<file path="src/sv/bhpq_pkg.sv">
`default_nettype none

package bhpq_pkg;

    // default sizing of the queue
    localparam int DEF_CAPACITY   = 64;
    localparam int DEF_DATA_WIDTH = 32;

    // request field width
    localparam int OP_W = 3;

    typedef enum logic [OP_W-1:0] {
        OP_INSERT = 3'd0,
        OP_POP    = 3'd1,
        OP_REMOVE = 3'd2,
        OP_FIND   = 3'd3,
        OP_CLEAR  = 3'd4
    } op_t;

    typedef enum logic [1:0] {
        ST_OK    = 2'd0,
        ST_FULL  = 2'd1,
        ST_EMPTY = 2'd2,
        ST_MISS  = 2'd3
    } status_t;

    typedef enum logic [3:0] {
        S_IDLE,
        S_SCAN,
        S_LAST_RD,
        S_LAST_WT,
        S_UP_RD,
        S_UP_CMP,
        S_DN_RD,
        S_DN_CMP,
        S_DONE
    } state_t;

    // strobes from the sequencer to the level cells
    typedef struct packed {
        logic rd;
        logic wr;
    } cell_cmd_t;

endpackage

`default_nettype wire

</file>
<file path="src/sv/bhpq_cell.sv">
`default_nettype none

// One heap level: holds slots 2^LEVEL-1 .. 2^(LEVEL+1)-2 (trimmed to the
// capacity). Read data is registered and merged into the response chain
// that runs from the deepest level toward the root level.
module bhpq_cell #(
    parameter int DATA_WIDTH = 32,
    parameter int CAPACITY   = 64,
    parameter int LEVEL      = 0,
    parameter int AW         = 6,
    parameter int LW         = 3
) (
    input  wire                      aclk,
    input  wire                      aresetn,
    input  wire bhpq_pkg::cell_cmd_t cmd,
    input  wire  [LW-1:0]            rd_lvl,
    input  wire  [AW-1:0]            rd_off_a,
    input  wire  [AW-1:0]            rd_off_b,
    input  wire  [LW-1:0]            wr_lvl,
    input  wire  [AW-1:0]            wr_off,
    input  wire  [DATA_WIDTH-1:0]    wr_data,
    input  wire  [DATA_WIDTH-1:0]    chain_in_a,
    input  wire  [DATA_WIDTH-1:0]    chain_in_b,
    output logic [DATA_WIDTH-1:0]    chain_out_a,
    output logic [DATA_WIDTH-1:0]    chain_out_b
);
    import bhpq_pkg::*;

    localparam int ROW   = 1 << LEVEL;
    localparam int BASE  = ROW - 1;
    localparam int DEPTH = (CAPACITY - BASE < ROW) ? (CAPACITY - BASE) : ROW;

    logic                  rd_sel;
    logic                  wr_sel;
    logic                  hit_reg;
    logic [DATA_WIDTH-1:0] rd_a_reg;
    logic [DATA_WIDTH-1:0] rd_b_reg;

    assign rd_sel = cmd.rd && (rd_lvl == LW'(LEVEL));
    assign wr_sel = cmd.wr && (wr_lvl == LW'(LEVEL));

    generate
        if (DEPTH == 1) begin : g_one
            // single slot: the offsets are not used here
            logic [DATA_WIDTH-1:0] slot_reg;

            always_ff @(posedge aclk) begin
                if (wr_sel) begin
                    slot_reg <= wr_data;
                end
                if (rd_sel) begin
                    rd_a_reg <= slot_reg;
                    rd_b_reg <= slot_reg;
                end
            end
        end else begin : g_mem
            localparam int OW = $clog2(DEPTH);
            logic [DATA_WIDTH-1:0] mem [DEPTH];

            // one write port, two registered read ports
            always_ff @(posedge aclk) begin
                if (wr_sel) begin
                    mem[wr_off[OW-1:0]] <= wr_data;
                end
                if (rd_sel) begin
                    rd_a_reg <= mem[rd_off_a[OW-1:0]];
                    rd_b_reg <= mem[rd_off_b[OW-1:0]];
                end
            end
        end
    endgenerate

    // marks that this level answers on the chain in the next cycle
    always_ff @(posedge aclk) begin
        if (!aresetn) begin
            hit_reg <= 1'b0;
        end else begin
            hit_reg <= rd_sel;
        end
    end

    // merge into the response chain
    assign chain_out_a = chain_in_a | (hit_reg ? rd_a_reg : '0);
    assign chain_out_b = chain_in_b | (hit_reg ? rd_b_reg : '0);

endmodule

`default_nettype wire

</file>
<file path="src/sv/bhpq_ctrl.sv">
`default_nettype none

// Sequencer: decodes a request, scans the levels in store order, and
// walks a carried element up or down the level cells one level at a time.
module bhpq_ctrl #(
    parameter int DATA_WIDTH = 32,
    parameter int CAPACITY   = 64,
    parameter int CW         = 7,
    parameter int AW         = 6,
    parameter int LW         = 3
) (
    input  wire                        aclk,
    input  wire                        aresetn,
    input  wire                        order_mode,
    // request
    input  wire                        in_valid,
    output logic                       in_ready,
    input  wire  [bhpq_pkg::OP_W-1:0]  in_op,
    input  wire  [DATA_WIDTH-1:0]      in_value,
    // result
    output logic                       res_valid,
    input  wire                        res_ready,
    output logic [DATA_WIDTH-1:0]      res_top,
    output logic [CW-1:0]              res_count,
    output logic                       res_found,
    output bhpq_pkg::status_t          res_status,
    // level cell bus
    output bhpq_pkg::cell_cmd_t        cmd,
    output logic [LW-1:0]              rd_lvl,
    output logic [AW-1:0]              rd_off_a,
    output logic [AW-1:0]              rd_off_b,
    output logic [LW-1:0]              wr_lvl,
    output logic [AW-1:0]              wr_off,
    output logic [DATA_WIDTH-1:0]      wr_data,
    input  wire  [DATA_WIDTH-1:0]      rd_data_a,
    input  wire  [DATA_WIDTH-1:0]      rd_data_b
);
    import bhpq_pkg::*;

    localparam int IW = CW + 2;

    // heap index of (level, offset)
    function automatic logic [IW-1:0] idx_of(input logic [LW-1:0] l,
                                             input logic [AW-1:0] o);
        idx_of = (IW'(1) << l) - IW'(1) + IW'(o);
    endfunction

    // level of a heap index: position of the top set bit of index+1
    function automatic logic [LW-1:0] lvl_of(input logic [IW-1:0] n);
        logic [IW-1:0] m;
        m = n + IW'(1);
        lvl_of = '0;
        for (int b = 0; b < IW; b++) begin
            if (m[b]) begin
                lvl_of = LW'(b);
            end
        end
    endfunction

    function automatic logic [AW-1:0] off_of(input logic [IW-1:0] n,
                                             input logic [LW-1:0] l);
        logic [IW-1:0] d;
        d = n + IW'(1) - (IW'(1) << l);
        off_of = d[AW-1:0];
    endfunction

    // true when a may sit above b
    function automatic logic ranks(input logic [DATA_WIDTH-1:0] a,
                                   input logic [DATA_WIDTH-1:0] b,
                                   input logic mode);
        ranks = mode ? ($signed(a) >= $signed(b)) : ($signed(a) <= $signed(b));
    endfunction

    state_t                state_reg,     state_next;
    op_t                   op_reg,        op_next;
    logic [DATA_WIDTH-1:0] val_reg,       val_next;
    logic [CW-1:0]         count_reg,     count_next;
    logic [DATA_WIDTH-1:0] root_reg,      root_next;
    logic                  found_reg,     found_next;
    status_t               status_reg,    status_next;
    logic [LW-1:0]         pos_lvl_reg,   pos_lvl_next;
    logic [AW-1:0]         pos_off_reg,   pos_off_next;
    logic [DATA_WIDTH-1:0] carry_reg,     carry_next;
    logic [LW-1:0]         tgt_lvl_reg,   tgt_lvl_next;
    logic [AW-1:0]         tgt_off_reg,   tgt_off_next;
    logic [LW-1:0]         hit_lvl_reg,   hit_lvl_next;
    logic [AW-1:0]         hit_off_reg,   hit_off_next;
    logic [IW-1:0]         hit_idx_reg,   hit_idx_next;
    logic                  rm_reg,        rm_next;
    logic                  up_first_reg,  up_first_next;
    logic [DATA_WIDTH-1:0] start_val_reg, start_val_next;
    logic [LW-1:0]         scan_lvl_reg,  scan_lvl_next;
    logic [AW-1:0]         scan_off_reg,  scan_off_next;
    logic [IW-1:0]         scan_idx_reg,  scan_idx_next;
    logic                  chk_vld_reg,   chk_vld_next;
    logic [LW-1:0]         chk_lvl_reg,   chk_lvl_next;
    logic [AW-1:0]         chk_off_reg,   chk_off_next;
    logic [IW-1:0]         chk_idx_reg,   chk_idx_next;

    // next state and cell commands
    always_comb begin
        logic [IW-1:0] n_last;
        logic [LW-1:0] last_lvl;
        logic [LW-1:0] ins_lvl;
        logic [IW-1:0] l_idx;
        logic          r_in;

        n_last   = IW'(count_reg) - IW'(1);
        last_lvl = lvl_of(n_last);
        ins_lvl  = lvl_of(IW'(count_reg));
        l_idx    = (idx_of(pos_lvl_reg, pos_off_reg) << 1) + IW'(1);
        r_in     = (l_idx + IW'(1)) < IW'(count_reg);

        state_next     = state_reg;
        op_next        = op_reg;
        val_next       = val_reg;
        count_next     = count_reg;
        root_next      = root_reg;
        found_next     = found_reg;
        status_next    = status_reg;
        pos_lvl_next   = pos_lvl_reg;
        pos_off_next   = pos_off_reg;
        carry_next     = carry_reg;
        tgt_lvl_next   = tgt_lvl_reg;
        tgt_off_next   = tgt_off_reg;
        hit_lvl_next   = hit_lvl_reg;
        hit_off_next   = hit_off_reg;
        hit_idx_next   = hit_idx_reg;
        rm_next        = rm_reg;
        up_first_next  = up_first_reg;
        start_val_next = start_val_reg;
        scan_lvl_next  = scan_lvl_reg;
        scan_off_next  = scan_off_reg;
        scan_idx_next  = scan_idx_reg;
        chk_vld_next   = chk_vld_reg;
        chk_lvl_next   = chk_lvl_reg;
        chk_off_next   = chk_off_reg;
        chk_idx_next   = chk_idx_reg;

        in_ready  = 1'b0;
        res_valid = 1'b0;
        cmd       = '0;
        rd_lvl    = pos_lvl_reg;
        rd_off_a  = pos_off_reg;
        rd_off_b  = pos_off_reg;
        wr_lvl    = pos_lvl_reg;
        wr_off    = pos_off_reg;
        wr_data   = carry_reg;

        case (state_reg)
            S_IDLE: begin
                in_ready = 1'b1;
                if (in_valid) begin
                    op_next       = op_t'(in_op);
                    val_next      = in_value;
                    found_next    = 1'b0;
                    status_next   = ST_OK;
                    rm_next       = 1'b0;
                    up_first_next = 1'b1;
                    chk_vld_next  = 1'b0;
                    scan_lvl_next = '0;
                    scan_off_next = '0;
                    scan_idx_next = '0;
                    tgt_lvl_next  = last_lvl;
                    tgt_off_next  = off_of(n_last, last_lvl);
                    case (op_t'(in_op))
                        OP_INSERT: begin
                            if (count_reg == CW'(CAPACITY)) begin
                                status_next = ST_FULL;
                                state_next  = S_DONE;
                            end else begin
                                pos_lvl_next = ins_lvl;
                                pos_off_next = off_of(IW'(count_reg), ins_lvl);
                                carry_next   = in_value;
                                count_next   = count_reg + CW'(1);
                                state_next   = S_UP_RD;
                            end
                        end
                        OP_POP: begin
                            if (count_reg == '0) begin
                                status_next = ST_EMPTY;
                                state_next  = S_DONE;
                            end else begin
                                count_next = count_reg - CW'(1);
                                state_next = S_LAST_RD;
                            end
                        end
                        OP_REMOVE: begin
                            status_next = ST_MISS;
                            state_next  = (count_reg == '0) ? S_DONE : S_SCAN;
                        end
                        OP_FIND: begin
                            state_next = (count_reg == '0) ? S_DONE : S_SCAN;
                        end
                        OP_CLEAR: begin
                            count_next = '0;
                            state_next = S_DONE;
                        end
                        default: begin
                            state_next = S_DONE;
                        end
                    endcase
                end
            end

            // one slot read per cycle, compared in the next cycle
            S_SCAN: begin
                chk_vld_next = 1'b0;
                if (scan_idx_reg < IW'(count_reg)) begin
                    cmd.rd        = 1'b1;
                    rd_lvl        = scan_lvl_reg;
                    rd_off_a      = scan_off_reg;
                    rd_off_b      = scan_off_reg;
                    chk_vld_next  = 1'b1;
                    chk_lvl_next  = scan_lvl_reg;
                    chk_off_next  = scan_off_reg;
                    chk_idx_next  = scan_idx_reg;
                    scan_idx_next = scan_idx_reg + IW'(1);
                    if (IW'(scan_off_reg) == (IW'(1) << scan_lvl_reg) - IW'(1)) begin
                        scan_lvl_next = scan_lvl_reg + LW'(1);
                        scan_off_next = '0;
                    end else begin
                        scan_off_next = scan_off_reg + AW'(1);
                    end
                end
                if (chk_vld_reg) begin
                    if (rd_data_a == val_reg) begin
                        found_next   = 1'b1;
                        chk_vld_next = 1'b0;
                        if (op_reg == OP_REMOVE) begin
                            status_next  = ST_OK;
                            count_next   = count_reg - CW'(1);
                            hit_lvl_next = chk_lvl_reg;
                            hit_off_next = chk_off_reg;
                            hit_idx_next = chk_idx_reg;
                            state_next   = S_LAST_RD;
                        end else begin
                            state_next = S_DONE;
                        end
                    end else if (chk_idx_reg == n_last) begin
                        chk_vld_next = 1'b0;
                        state_next   = S_DONE;
                    end
                end
            end

            // fetch the last element
            S_LAST_RD: begin
                cmd.rd     = 1'b1;
                rd_lvl     = tgt_lvl_reg;
                rd_off_a   = tgt_off_reg;
                rd_off_b   = tgt_off_reg;
                state_next = S_LAST_WT;
            end

            S_LAST_WT: begin
                carry_next = rd_data_a;
                if (op_reg == OP_POP) begin
                    pos_lvl_next = '0;
                    pos_off_next = '0;
                    state_next   = S_DN_RD;
                end else if (hit_idx_reg == IW'(count_reg)) begin
                    // removed the last slot itself
                    state_next = S_DONE;
                end else begin
                    pos_lvl_next = hit_lvl_reg;
                    pos_off_next = hit_off_reg;
                    rm_next      = 1'b1;
                    state_next   = S_UP_RD;
                end
            end

            S_UP_RD: begin
                if (pos_lvl_reg == '0) begin
                    cmd.wr = 1'b1;
                    if (rm_reg) begin
                        rm_next      = 1'b0;
                        pos_lvl_next = hit_lvl_reg;
                        pos_off_next = hit_off_reg;
                        carry_next   = up_first_reg ? carry_reg : start_val_reg;
                        state_next   = S_DN_RD;
                    end else begin
                        state_next = S_DONE;
                    end
                end else begin
                    cmd.rd     = 1'b1;
                    rd_lvl     = pos_lvl_reg - LW'(1);
                    rd_off_a   = pos_off_reg >> 1;
                    rd_off_b   = pos_off_reg >> 1;
                    state_next = S_UP_CMP;
                end
            end

            // parent value is on the chain
            S_UP_CMP: begin
                cmd.wr = 1'b1;
                if (ranks(rd_data_a, carry_reg, order_mode)) begin
                    if (rm_reg) begin
                        rm_next      = 1'b0;
                        pos_lvl_next = hit_lvl_reg;
                        pos_off_next = hit_off_reg;
                        carry_next   = up_first_reg ? carry_reg : start_val_reg;
                        state_next   = S_DN_RD;
                    end else begin
                        state_next = S_DONE;
                    end
                end else begin
                    wr_data = rd_data_a;
                    if (up_first_reg) begin
                        start_val_next = rd_data_a;
                        up_first_next  = 1'b0;
                    end
                    pos_lvl_next = pos_lvl_reg - LW'(1);
                    pos_off_next = pos_off_reg >> 1;
                    state_next   = S_UP_RD;
                end
            end

            S_DN_RD: begin
                if (l_idx >= IW'(count_reg)) begin
                    cmd.wr     = 1'b1;
                    state_next = S_DONE;
                end else begin
                    cmd.rd     = 1'b1;
                    rd_lvl     = pos_lvl_reg + LW'(1);
                    rd_off_a   = pos_off_reg << 1;
                    rd_off_b   = (pos_off_reg << 1) | AW'(1);
                    state_next = S_DN_CMP;
                end
            end

            // both children are on the chain
            S_DN_CMP: begin
                cmd.wr = 1'b1;
                if (!r_in) begin
                    if (!ranks(carry_reg, rd_data_a, order_mode)) begin
                        wr_data      = rd_data_a;
                        pos_lvl_next = pos_lvl_reg + LW'(1);
                        pos_off_next = pos_off_reg << 1;
                        state_next   = S_DN_RD;
                    end else begin
                        state_next = S_DONE;
                    end
                end else if (ranks(carry_reg, rd_data_a, order_mode) &&
                             ranks(carry_reg, rd_data_b, order_mode)) begin
                    state_next = S_DONE;
                end else if (!ranks(rd_data_b, rd_data_a, order_mode)) begin
                    wr_data      = rd_data_a;
                    pos_lvl_next = pos_lvl_reg + LW'(1);
                    pos_off_next = pos_off_reg << 1;
                    state_next   = S_DN_RD;
                end else begin
                    // equal rank picks the right child
                    wr_data      = rd_data_b;
                    pos_lvl_next = pos_lvl_reg + LW'(1);
                    pos_off_next = (pos_off_reg << 1) | AW'(1);
                    state_next   = S_DN_RD;
                end
            end

            S_DONE: begin
                res_valid = 1'b1;
                if (res_ready) begin
                    state_next = S_IDLE;
                end
            end

            default: begin
                state_next = S_IDLE;
            end
        endcase

        // shadow of the root slot
        if (cmd.wr && (wr_lvl == '0)) begin
            root_next = wr_data;
        end
    end

    // control state
    always_ff @(posedge aclk) begin
        if (!aresetn) begin
            state_reg    <= S_IDLE;
            count_reg    <= '0;
            rm_reg       <= 1'b0;
            up_first_reg <= 1'b1;
            chk_vld_reg  <= 1'b0;
        end else begin
            state_reg    <= state_next;
            count_reg    <= count_next;
            rm_reg       <= rm_next;
            up_first_reg <= up_first_next;
            chk_vld_reg  <= chk_vld_next;
        end
    end

    // working registers
    always_ff @(posedge aclk) begin
        op_reg        <= op_next;
        val_reg       <= val_next;
        root_reg      <= root_next;
        found_reg     <= found_next;
        status_reg    <= status_next;
        pos_lvl_reg   <= pos_lvl_next;
        pos_off_reg   <= pos_off_next;
        carry_reg     <= carry_next;
        tgt_lvl_reg   <= tgt_lvl_next;
        tgt_off_reg   <= tgt_off_next;
        hit_lvl_reg   <= hit_lvl_next;
        hit_off_reg   <= hit_off_next;
        hit_idx_reg   <= hit_idx_next;
        start_val_reg <= start_val_next;
        scan_lvl_reg  <= scan_lvl_next;
        scan_off_reg  <= scan_off_next;
        scan_idx_reg  <= scan_idx_next;
        chk_lvl_reg   <= chk_lvl_next;
        chk_off_reg   <= chk_off_next;
        chk_idx_reg   <= chk_idx_next;
    end

    assign res_top    = (count_reg != '0) ? root_reg : '0;
    assign res_count  = count_reg;
    assign res_found  = found_reg;
    assign res_status = status_reg;

endmodule

`default_nettype wire

</file>
<file path="src/sv/binary_heap_priority_queue_core.sv">
// Bounded binary-heap priority queue of signed words. Each input beat is one
// request (insert, pop top, remove one occurrence, find, clear) and yields
// exactly one result beat with the top value, count, empty flag, found flag
// and status. The heap is stored as a row of level cells, one memory per
// heap level, and a sequencer walks the carried element across the levels.
// One request is worked on at a time; a new request is taken as soon as the
// previous result sits in the output register. Insert climbs the new element
// toward the root and pop descends the last element from the root. Find and
// remove scan the slots in store order, one slot per cycle through the
// registered cell read; remove on a hit then fetches the last element and
// climbs and descends the moved element. Ordering is set by cfg_data (0
// smallest on top, 1 largest on top); writing it does not reorder stored
// elements. After reset the queue is empty and ready at once.
`default_nettype none

module binary_heap_priority_queue_core #(
    parameter int CAPACITY   = bhpq_pkg::DEF_CAPACITY,
    parameter int DATA_WIDTH = bhpq_pkg::DEF_DATA_WIDTH
) (
    input  wire  aclk,
    input  wire  aresetn,
    // request: [2:0] op, [DATA_WIDTH+2:3] value, zero padded to bytes
    input  wire  s_tvalid,
    output logic s_tready,
    input  wire  [((DATA_WIDTH + bhpq_pkg::OP_W + 7) / 8) * 8 - 1:0] s_tdata,
    // result: top_value, count, is_empty, found, status[1:0], zero padded
    output logic m_tvalid,
    input  wire  m_tready,
    output logic [((DATA_WIDTH + $clog2(CAPACITY + 1) + 4 + 7) / 8) * 8 - 1:0] m_tdata,
    // order register write
    input  wire  cfg_valid,
    output logic cfg_ready,
    input  wire  cfg_data
);
    import bhpq_pkg::*;

    localparam int CW  = $clog2(CAPACITY + 1);
    localparam int AW  = $clog2(CAPACITY);
    localparam int NL  = CW;
    localparam int LW  = $clog2(NL + 1);
    localparam int M_W = ((DATA_WIDTH + CW + 4 + 7) / 8) * 8;

    logic                  order_mode_reg;
    logic                  m_tvalid_reg;
    logic [M_W-1:0]        m_tdata_reg;
    logic                  res_valid;
    logic                  res_ready;
    logic [DATA_WIDTH-1:0] res_top;
    logic [CW-1:0]         res_count;
    logic                  res_found;
    status_t               res_status;
    cell_cmd_t             cmd;
    logic [LW-1:0]         rd_lvl;
    logic [AW-1:0]         rd_off_a;
    logic [AW-1:0]         rd_off_b;
    logic [LW-1:0]         wr_lvl;
    logic [AW-1:0]         wr_off;
    logic [DATA_WIDTH-1:0] wr_data;
    logic [DATA_WIDTH-1:0] chain_a [NL+1];
    logic [DATA_WIDTH-1:0] chain_b [NL+1];

    // order register
    assign cfg_ready = 1'b1;
    always_ff @(posedge aclk) begin
        if (!aresetn) begin
            order_mode_reg <= 1'b0;
        end else if (cfg_valid) begin
            order_mode_reg <= cfg_data;
        end
    end

    bhpq_ctrl #(
        .DATA_WIDTH (DATA_WIDTH),
        .CAPACITY   (CAPACITY),
        .CW         (CW),
        .AW         (AW),
        .LW         (LW)
    ) u_ctrl (
        .aclk       (aclk),
        .aresetn    (aresetn),
        .order_mode (order_mode_reg),
        .in_valid   (s_tvalid),
        .in_ready   (s_tready),
        .in_op      (s_tdata[OP_W-1:0]),
        .in_value   (s_tdata[DATA_WIDTH+OP_W-1:OP_W]),
        .res_valid  (res_valid),
        .res_ready  (res_ready),
        .res_top    (res_top),
        .res_count  (res_count),
        .res_found  (res_found),
        .res_status (res_status),
        .cmd        (cmd),
        .rd_lvl     (rd_lvl),
        .rd_off_a   (rd_off_a),
        .rd_off_b   (rd_off_b),
        .wr_lvl     (wr_lvl),
        .wr_off     (wr_off),
        .wr_data    (wr_data),
        .rd_data_a  (chain_a[0]),
        .rd_data_b  (chain_b[0])
    );

    // level cells, response chain from the deepest level to the root
    assign chain_a[NL] = '0;
    assign chain_b[NL] = '0;

    for (genvar l = 0; l < NL; l++) begin : g_level
        bhpq_cell #(
            .DATA_WIDTH (DATA_WIDTH),
            .CAPACITY   (CAPACITY),
            .LEVEL      (l),
            .AW         (AW),
            .LW         (LW)
        ) u_cell (
            .aclk        (aclk),
            .aresetn     (aresetn),
            .cmd         (cmd),
            .rd_lvl      (rd_lvl),
            .rd_off_a    (rd_off_a),
            .rd_off_b    (rd_off_b),
            .wr_lvl      (wr_lvl),
            .wr_off      (wr_off),
            .wr_data     (wr_data),
            .chain_in_a  (chain_a[l+1]),
            .chain_in_b  (chain_b[l+1]),
            .chain_out_a (chain_a[l]),
            .chain_out_b (chain_b[l])
        );
    end

    // result register
    assign res_ready = !m_tvalid_reg || m_tready;

    always_ff @(posedge aclk) begin
        if (!aresetn) begin
            m_tvalid_reg <= 1'b0;
        end else if (res_ready) begin
            m_tvalid_reg <= res_valid;
        end
    end

    always_ff @(posedge aclk) begin
        if (res_valid && res_ready) begin
            m_tdata_reg <= M_W'({res_status, res_found, (res_count == '0),
                                 res_count, res_top});
        end
    end

    assign m_tvalid = m_tvalid_reg;
    assign m_tdata  = m_tdata_reg;

endmodule

`default_nettype wire

</file>
<file path="config.mk">
export PLATFORM = sky130hd
export DESIGN_NAME = binary_heap_priority_queue_core
export DESIGN_NICKNAME = d
export VERILOG_FILES = /design/src/sv/bhpq_pkg.sv /design/src/sv/bhpq_cell.sv /design/src/sv/bhpq_ctrl.sv /design/src/sv/binary_heap_priority_queue_core.sv
export SDC_FILE = /design/constraint.sdc
export NUM_CORES = 2
export LEC_CHECK = 0
export BUFFER_PORTS_ARGS = -buffer_cell sky130_fd_sc_hd__buf_2
export CORE_ASPECT_RATIO = 0.8
export CORE_MARGIN = 4
export CORE_UTILIZATION = 45
export DETAILED_ROUTE_END_ITERATION = 8
export GPL_TIMING_DRIVEN = 1
export HOLD_SLACK_MARGIN = 0.15
export SLEW_MARGIN = 30
export SYNTH_ARGS = -nofsm -noshare
export SYNTH_HDL_FRONTEND = slang
export SYNTH_SLANG_ARGS = --single-unit
export TNS_END_PERCENT = 5
</file>
<file path="constraint.sdc">
create_clock -name aclk -period 9.1 [get_ports aclk]
set_clock_uncertainty 0.15 [all_clocks]
set_input_delay 0.91 -clock aclk [delete_from_list [all_inputs] [get_ports aclk]]
set_output_delay 0.91 -clock aclk [all_outputs]
set_load 0.02 [all_outputs]
</file>
==> results.md <==
- Area contributors post-synth: edfxtp_1 (67%), nand2_1 (8.1%), nand3_1 (3.6%)
- Status: finished, final reports clean
- Die extent in x: 583 um
- Most frequent cells in the layout: edfxtp_1 (2,648), nand2_1 (2,564), nand3_1 (861)
- Synth Cell Area: 119,000 sq um
- FF-to-FF path depth: 24
- Pins Over Slew Limit: 0
- Final instance area: 134,000 sq um
- Routed WL: 388,000 um
- Top Ports: 97
- Syn. warnings: 0
- Arr. time, crit path: 8520 ps
- Static Leakage: 47.4 nW
- CP startpoint: u_ctrl.wr_lvl[0]
- Antenna-violating nets left: 0
- Cell variety after synth: 85
- Post-synth EDFFs: 2,648
- Layout cell share with drive strength beyond 1: 9.61%
- Post-synthesis sequential area ratio: 67.2%
- First-pass GRT wire length: 554,000 um
- Clk slew on worst S/H paths: 70 ps
- Worst Hold Path EP: u_ctrl.up_first_reg
- DR vias: 85,108
- Hold depth: 2
- Power per cell area: 306 nW/um^2
- Placed cell area: 125,000 sq um
- Area Growth Syn to Fin: 12.3%
- Avg Synthesized Cell Area: 12.2 sq um
- Reg2Reg Setup Slack: 1120 ps
- Synth top area share: 66.8%
- Synthesized flop and latch total: 2,671
- Layout Nets: 9,989
- CTS tree: built
- Post-Layout Cell Count: 13,481
- Die ar.: 273,000 sq um
- DR iter-0 viols: 12,810
- Post-route core utilization: 50.9%
- DRC errors left: 0
- Maximum clock insertion buffer count: 4
- CP max FO: 39
- FP Rows: 168
- Post-DR wirelength/cell: 28.8 um
- IO Port Bufs: 85
- Startpoint Class: flop
- Initial antenna violation count: 15
- Hold Violations, Final: 0
- Yosys top cell by area: edfxtp_1
- Worst setup EP type: flop
- Core area: 263,000 sq um
- Vias in the first global route: 79,182
- Commonest non-fill, non-tap cell in the layout: edfxtp_1
- Post_cts resized: 0
- Setup TNS Final: 0 ps
- Largest register FFs: 1,984
- Setup violators final: 0
- Initial core utilization: 45.3%
- Hold_sp: aresetn
- Cells after DPL: 12,958
- Top FF cell, synth: edfxtp_1
- Routability cong.: 0.912
- Min-Delay Path Class: primary input to flop
- GRT overflow: 0
- Vias per cell: 6.31
- RSZ-0062 raised after global routing: false
- Hold Slack: 210 ps
- Worst-Margin Slew: 1150 ps
- Gr usage total: 27.6%
- Worst r2r dst: g_level[5].u_cell.rd_a_reg[14]
- Max IR drop VDD: 0.268 mV
- CP required: 9640 ps
- Minimum clock period: 7980 ps
- Reg2Reg Launch Point: u_ctrl.wr_lvl[0]
- Post-DP HPWL: 236,000 um
- Drt pass-1 iters: 9
- Critical Setup Path Class: flop to flop
- Async SR Flop Fraction: 0%
- Pwr Total: 41.0 mW
- Fin crit share: 87.7%
- Worst rel slew slack: 23.5%
- Mapped Cells: 9,779
- Clock sink total: 2,671
- Placement Setup Slack: 1380 ps
- H-tree levels: 5
- Largest net degree at the start of global routing: 193
- Clk_lat worst skew: 870 ps
- Clk root buf: clkbuf_16
- Final setup margin: 1120 ps
- TritonCTS buffer count: 275
- Die H: 468 um
- Max_cap viols: 0
- Max frequency: 125 MHz
==> timing repair <==
action / CTS / global route
buffers inserted: 0 / 0
hold buffers: 34 / 0
hold endpoints to repair: 33 / 0
==> synth_stat cells (all sizes together) (14+ instances only) <==
cell type / number
a311oi: 148
a22oi: 108
or3: 14
nand2: 2567
o221ai: 16
edfxtp: 2648
xnor2: 54
nor4: 23
ha: 154
o22ai: 23
a31o: 15
and3: 292
mux2i: 355
nor2b: 46
nor2: 253
a221oi: 52
dfxtp: 23
nor3: 46
a32oi: 27
a31oi: 195
a222oi: 68
buf: 359
clkbuf: 350
a221o: 75
a211oi: 135
a21oi: 256
o21ai: 66
mux4: 20
inv: 153
o211ai: 34
nand3: 861
and2: 23
xor2: 52
a22o: 19
a21o: 58
nand4: 49
==> worst max-delay path by stage <==
stage                     slack (ps)                        endpoint  cells past startpoint
after floorplan                 1450   g_level[1].u_cell.rd_a_reg[0]                     21
after global placement          1180   g_level[5].u_cell.rd_b_reg[3]                     22
after detailed placement        1380  g_level[5].u_cell.rd_a_reg[14]                     24
after CTS                       1350  g_level[5].u_cell.rd_a_reg[10]                     25
after global routing             870  g_level[5].u_cell.rd_a_reg[14]                     24
final                           1120  g_level[5].u_cell.rd_a_reg[14]                     24
==> critical path, cell delays in order (launching register included) <==
cell and delay [ps]:
edfxtp_1 420, inv_1 160, ha_1 250, nor2b_1 180
inv_1 320, ha_1 220, inv_1 40, ha_1 230
fa_1 470, a21o_1 210, a21oi_1 170, xnor2_1 230
ha_1 330, a21oi_1 160, o21a_1 130, o21ai_1 250
o31a_1 510, o31ai_4 680, and2_4 770, nand2_1 430
nor2_1 320, buf_4 440, a21oi_1 130, a311o_1 390
o211ai_1 190
==> logic make-up after synthesis <==
| group | count (synthesis) | share of synthesized area, % |
|---|---|---|
| AND/OR/NAND/NOR | 4206 | 15.3 |
| flip-flops | 2671 | 67.2 |
| AO/OA/AOI/OAI | 1391 | 8.58 |
| buffers and inverters | 866 | 3.12 |
| multiplexers | 380 | 3.41 |
| adder cells (fa/ha/maj) | 157 | 1.67 |
| XOR/XNOR | 106 | 0.780 |
| other | 2 | 0.00631 |
==> power breakdown <==
part	leakage (nW)	switching [mW]	internal, mW
logic	19.2	10.0	4.56
clock network	4.17	4.76	6.27
registers	24.1	0.312	15.0
==> layout make-up <==
cell class,instances,area [sq um]
fill,22172,129000
sequential,2671,80000
multi-input combinational,6246,36200
clock buffer,349,7470
tap,3485,4360
timing repair buffer,435,3930
clock inverter,134,1100
inverter,157,589
antenna,4,10.0
==> routing by layer <==
layer	vias up	wire length (um)	track usage, %	share of wire (%)
met2	5517	165000	40.2	42
met4	4	16500	10.3	4.3
li1	36415	-	-	-
met3	813	46400	5.20	12
met5	-	20	0	0.0052
met1	42359	160000	40.9	41
(Power assumes the default switching activity.)
